## src/hw/rtl/flow_pinned_wan_balancer_defines.svh

```systemverilog
// Assertion macros for the flow-pinned WAN balancer.
// Depends on nothing; included by the top level only.
`ifndef FLOW_PINNED_WAN_BALANCER_DEFINES_SVH
`define FLOW_PINNED_WAN_BALANCER_DEFINES_SVH

// Same-cycle implication, checked outside reset.
`define FPWB_ASSERT_NOW(lbl, clk, rstn, ante, cons, msg) \
    lbl: assert property (@(posedge clk) disable iff (!(rstn)) (ante) |-> (cons)) \
        else $error(msg);

// Next-cycle implication, checked outside reset.
`define FPWB_ASSERT_NEXT(lbl, clk, rstn, ante, cons, msg) \
    lbl: assert property (@(posedge clk) disable iff (!(rstn)) (ante) |=> (cons)) \
        else $error(msg);

`endif

```

## src/hw/rtl/fpwb_pkg.sv

```systemverilog
// Shared types and constants of the flow-pinned WAN balancer.
// Depends on nothing; used by every module of the block.
package fpwb_pkg;

    localparam int BUCKETS     = 1024;
    localparam int WAYS        = 4;
    localparam int MAX_UPLINKS = 4;
    localparam int BUCKET_W    = $clog2(BUCKETS);
    localparam int WAY_W       = (WAYS > 1) ? $clog2(WAYS) : 1;
    localparam int UPLINK_W    = 2;
    localparam int CNT_W       = 3;

    localparam logic [31:0] MIX_MUL_A = 32'h85eb_ca6b;
    localparam logic [31:0] MIX_MUL_B = 32'hc2b2_ae35;
    localparam logic [7:0]  PROTO_TCP = 8'd6;

    localparam logic [2:0] REG_UPLINK_COUNT = 3'd0;
    localparam logic [2:0] REG_WINDOW_0     = 3'd1;
    localparam logic [2:0] REG_WINDOW_1     = 3'd2;
    localparam logic [2:0] REG_WINDOW_2     = 3'd3;
    localparam logic [2:0] REG_WINDOW_3     = 3'd4;
    localparam logic [2:0] REG_IDLE_TIMEOUT = 3'd5;

    typedef enum logic [1:0] {
        OP_PACKET    = 2'd0,
        OP_ADD_BYTES = 2'd1,
        OP_TICK      = 2'd2,
        OP_SWEEP     = 2'd3
    } op_t;

    typedef enum logic [3:0] {
        ST_CLEAR,
        ST_IDLE,
        ST_HASH1,
        ST_HASH2,
        ST_HASH3,
        ST_EVAL,
        ST_SWEEP_RD,
        ST_SWEEP_WR,
        ST_FINISH
    } state_t;

    typedef struct packed {
        logic                valid;
        logic [31:0]         low_ip;
        logic [31:0]         high_ip;
        logic [7:0]          proto;
        logic [31:0]         bytes;
        logic [UPLINK_W-1:0] uplink;
        logic [31:0]         seen;
    } way_t;

    typedef way_t [WAYS-1:0] row_t;

    typedef struct packed {
        logic load;
        logic hash1;
        logic hash2;
        logic hash3;
        logic eval_commit;
        logic sweep_rd;
        logic sweep_wr;
        logic clear_wr;
        logic finish_commit;
    } cmd_t;

    typedef struct packed {
        op_t  in_op;
        logic idx_last;
        logic out_free;
    } sts_t;

endpackage

```

## src/hw/rtl/fpwb_ctrl.sv

```systemverilog
// Controller state machine of the flow-pinned WAN balancer.
// Depends on fpwb_pkg; drives the datapath through command and status structs.
module fpwb_ctrl (
    input  logic           aclk,
    input  logic           aresetn,
    input  logic           s_valid,
    output logic           s_ready,
    input  fpwb_pkg::sts_t sts,
    output fpwb_pkg::cmd_t cmd
);

    fpwb_pkg::state_t state_reg;
    fpwb_pkg::state_t state_next;

    always_ff @(posedge aclk) begin
        if (!aresetn) begin
            state_reg <= fpwb_pkg::ST_CLEAR;
        end else begin
            state_reg <= state_next;
        end
    end

    always_comb begin
        state_next = state_reg;
        cmd        = '0;
        s_ready    = 1'b0;
        unique case (state_reg)
            fpwb_pkg::ST_CLEAR: begin
                cmd.clear_wr = 1'b1;
                if (sts.idx_last) begin
                    state_next = fpwb_pkg::ST_IDLE;
                end
            end
            fpwb_pkg::ST_IDLE: begin
                s_ready = 1'b1;
                if (s_valid) begin
                    cmd.load = 1'b1;
                    unique case (sts.in_op)
                        fpwb_pkg::OP_TICK:  state_next = fpwb_pkg::ST_FINISH;
                        fpwb_pkg::OP_SWEEP: state_next = fpwb_pkg::ST_SWEEP_RD;
                        default:            state_next = fpwb_pkg::ST_HASH1;
                    endcase
                end
            end
            fpwb_pkg::ST_HASH1: begin
                cmd.hash1  = 1'b1;
                state_next = fpwb_pkg::ST_HASH2;
            end
            fpwb_pkg::ST_HASH2: begin
                cmd.hash2  = 1'b1;
                state_next = fpwb_pkg::ST_HASH3;
            end
            fpwb_pkg::ST_HASH3: begin
                cmd.hash3  = 1'b1;
                state_next = fpwb_pkg::ST_EVAL;
            end
            fpwb_pkg::ST_EVAL: begin
                if (sts.out_free) begin
                    cmd.eval_commit = 1'b1;
                    state_next      = fpwb_pkg::ST_IDLE;
                end
            end
            fpwb_pkg::ST_SWEEP_RD: begin
                cmd.sweep_rd = 1'b1;
                state_next   = fpwb_pkg::ST_SWEEP_WR;
            end
            fpwb_pkg::ST_SWEEP_WR: begin
                cmd.sweep_wr = 1'b1;
                state_next   = sts.idx_last ? fpwb_pkg::ST_FINISH : fpwb_pkg::ST_SWEEP_RD;
            end
            fpwb_pkg::ST_FINISH: begin
                if (sts.out_free) begin
                    cmd.finish_commit = 1'b1;
                    state_next        = fpwb_pkg::ST_IDLE;
                end
            end
            default: begin
                state_next = fpwb_pkg::ST_IDLE;
            end
        endcase
    end

endmodule

```

## config.mk

```make
export PLATFORM = sky130hd
export DESIGN_NAME = fpwb_ctrl
export DESIGN_NICKNAME = d
export VERILOG_FILES = /design/src/hw/rtl/flow_pinned_wan_balancer_defines.svh /design/src/hw/rtl/fpwb_pkg.sv /design/src/hw/rtl/fpwb_ctrl.sv
export SDC_FILE = /design/constraint.sdc
export NUM_CORES = 1
export LEC_CHECK = 0
export CORE_AREA = 8 8 45 47
export CTS_CLUSTER_SIZE = 40
export DETAILED_ROUTE_END_ITERATION = 10
export DIE_AREA = 0 0 53 55
export DONT_BUFFER_PORTS = 1
export SLEW_MARGIN = 20
export SYNTH_ARGS = -nofsm -noshare
export SYNTH_HDL_FRONTEND = slang
export SYNTH_SLANG_ARGS = --single-unit
```

## constraint.sdc

```tcl
create_clock -name aclk -period 2 [get_ports aclk]
set_input_delay 0.4 -clock aclk [delete_from_list [all_inputs] [get_ports aclk]]
set_output_delay 0.4 -clock aclk [all_outputs]
set_load 0.1 [all_outputs]
```

==> flow_summary_export.csv <==
group,metric,value,unit
outcome,status,"complete, no violations",
finish,diodes,0,
pwr,power_frac_comb,0.540,
pwr,clock_power_share,0.219,
synth,synth_cell_types,27,
critical_path,required,1.60,ns
critical_path,critPathLaunch,"state_reg[3]",
placed_design,dpl_cell_area,658,um^2
critical_path,setup.worst_path.class,"reg2out",
detailed_routing,ant_nets,0,
global_routing,antenna_found_initial,0,
finish,syn2layout_area_growth,50.7,%
detailed_routing,drt_first_pass_iters,4,
clock_network,cts.sinks,4,
synth,ys_ff_latch,4,
clock_network,cts_tree,"done",
clock_network,cts-root-buf,"clkbuf_4",
pwr,internal_power,0.240,mW
synth,synth_top_area_frac,0.177,
synth,yosys.area.top_type,"dfxtp_1",
finish,largest_register_ffs,4,
sta,final-setup-viol-count,0,
critical_path,rrSetupSlack,0.23,ns
global_routing,grt_pass1_vias,429,
synth,avgSynthCellArea,8.69,um^2
global_routing,grt-ovfl-total,0,
floorplanning,die_area,2920,um^2
global_routing,grt_pass1_wl,1830,um
clock_network,numCtsBuffers,3,
floorplanning,die_h,55,um
clock_network,cts_hold_buffers,0,
synth,syn_area,452,um^2
floorplanning,fp.dieW,53,um
synth,synth_nets,59,
floorplanning,num_io_pins,17,
hold_path,worstHoldPathCells,2,
synth,synth_commonest_cells,"dfxtp_1 (4), inv_1 (4), nand2_1 (4), nor2_1 (4), nor3_1 (4)",
pwr,switching_share,0.484,
synth,synth_area_leaders,"dfxtp_1 (18%), buf_6 (7.5%), mux2i_1 (6.6%)",
synth,ys_async_sr_fraction,0,
sta,min_period,1.92,ns
job,max-cap-violations,0,
detailed_routing,viasPerCell,5.58,
hold_path,hold_path_class,"in2reg",
sta,final_max_slew_viol_count,0,
synth,syn_inst,52,
sta,fin_skew,0.00633,ns
synth,synth_edf_count,0,
floorplanning,row_count,14,
finish,final_nets,71,
finish,final_layout_size_suffix_gt1_frac,0.516,
sta,hold_viol_final,0,
critical_path,r2r_cells,4,
floorplanning,core_region_area,1380,um^2
detailed_routing,drt_wl_total,1140,um
placed_design,portBuffers,0,
clock_network,cts_max_level,1,
placed_design,place_congestion,0.814,
detailed_routing,vias,435,
sta,fin_setup_tns,0,ns
global_routing,grt_max_degree,14,
detailed_routing,drtIter0Drc,5,
critical_path,critPathMaxFanout,13,
clock_network,post_cts_buffers,0,
synth,yosysWarnings,0,
sta,timing.final.crit_share,0.959,
synth,yosys_most_used_dff,"dfxtp_1",
critical_path,reg2reg_from,"state_reg[3]",
finish,design_area,681,um^2
critical_path,worst_setup_path_end_kind,"output pin",
sta,fmax,0.521,GHz
global_routing,grt_usage,0.0832,
clock_network,clock_latency,0.24,ns
critical_path,r2r_end,"state_reg[3]",
pwr,power_density,684,nW/um^2
detailed_routing,drc,0,
sta,rsz0062_at_grt,"false",
sta,tightest_slew,0.609,ns
floorplanning,initial_core_util,0.326,
placed_design,hpwl,949,um
pwr,p_sw,0.225,mW
synth,ys_seq_area_frac,0.177,
pwr,ir_drop,0.000348,V
critical_path,critPathLaunchType,"flop",
detailed_routing,wl_per_cell,14.7,um
critical_path,endpoint,"cmd[3]",
sta,max-slew-margin-rel,0.593,
pwr,sequentialPowerShare,0.241,
critical_path,cp.arrival,1.52,ns
pwr,power_leakage,0.251,nW
clock_network,clock_path_buffers,2,
clock_network,post_cts_resized,0,
clock_network,clk_pin_slew,0.04,ns
## final cells by class
type / instances / area (um^2)
clock buffer: 3 / 22.5
fill: 138 / 703
inverter: 4 / 15.0
multi-input combinational: 40 / 372
sequential: 4 / 81.3
tap: 16 / 20.0
timing repair buffer: 11 / 170
## worst min-delay path by stage
stage,startpoint,to,slack [ns]
finish,aresetn,state_reg[2],0.33
global route,aresetn,state_reg[2],0.33
CTS,aresetn,state_reg[2],0.33
detailed placement,aresetn,state_reg[2],0.57
global placement,aresetn,state_reg[2],0.55
floorplan,aresetn,state_reg[2],0.55
## metrics by stage
stage | power (mW) | hold slack [ns] | setup WS (ns) | cells | util
final | 0.466 | 0.331 | 0.0810 | 78 | 0.492
after global placement | 0.365 | 0.555 | 0.287 | 75 | 0.476
after floorplan | 0.320 | 0.550 | -0.487 | 52 | -
after detailed placement | 0.366 | 0.573 | 0.249 | 75 | 0.476
after global routing | 0.485 | 0.331 | 0.0160 | 78 | 0.492
after CTS | 0.470 | 0.329 | 0.0862 | 78 | 0.492
## cell families (layout without fill, tap and decap cells)
family | Yosys count | after routing | share of synthesized area
DFF | 4 | 4 | 0.177
AOI/OAI and AO/OA | 11 | 11 | 0.224
muxes | 3 | 3 | 0.0665
buffers and inverters | 8 | 18 | 0.125
and+or+nand+nor | 26 | 26 | 0.407
## critical path, stage by stage, from the launching register on
cell      delay [ns]
dfxtp_1         0.70
nand2b_1        0.32
nor2_2          0.09
buf_12          0.17
## cell usage in the layout (no fill, tap or decap), drive strengths merged
| master | netlist | routed |
|---|---|---|
| buf | 4 | 11 |
| nor2 | 5 | 5 |
| inv | 4 | 4 |
| nand2 | 4 | 4 |
| nor3 | 4 | 4 |
| a21oi | 4 | 4 |
| dfxtp | 4 | 4 |
| nand2b | 4 | 4 |
| mux2i | 3 | 3 |
| clkbuf | 0 | 3 |
| o21ai | 2 | 2 |
| nor4 | 2 | 2 |
| and4b | 1 | 1 |
| nor4b | 1 | 1 |
| and2 | 1 | 1 |
| and4 | 1 | 1 |
| and3b | 1 | 1 |
| nand3 | 1 | 1 |
| o31ai | 1 | 1 |
| nor2b | 1 | 1 |
| a311oi | 1 | 1 |
| a22o | 1 | 1 |
| a211oi | 1 | 1 |
| a221oi | 1 | 1 |
## layer usage
layer	wire (um)	part of all wire	GRT usage	vias to the layer above
met5	0	0	0	-
li1	-	-	-	210
met4	0	0	0.0388	0
met3	115	0.10	0.0267	0
met2	552	0.48	0.141	17
met1	476	0.42	0.0933	208
## power by group through the flow
stage / Sequential (mW) / Clock (mW) / Combinational (mW)
2_1_floorplan: 0.0940 / 0 / 0.227
3_3_place_gp: 0.113 / 0 / 0.251
3_5_place_dp: 0.114 / 0 / 0.252
4_1_cts: 0.112 / 0.105 / 0.252
5_1_grt: 0.113 / 0.110 / 0.261
6_report: 0.112 / 0.102 / 0.251
(Power assumes the default switching activity.)
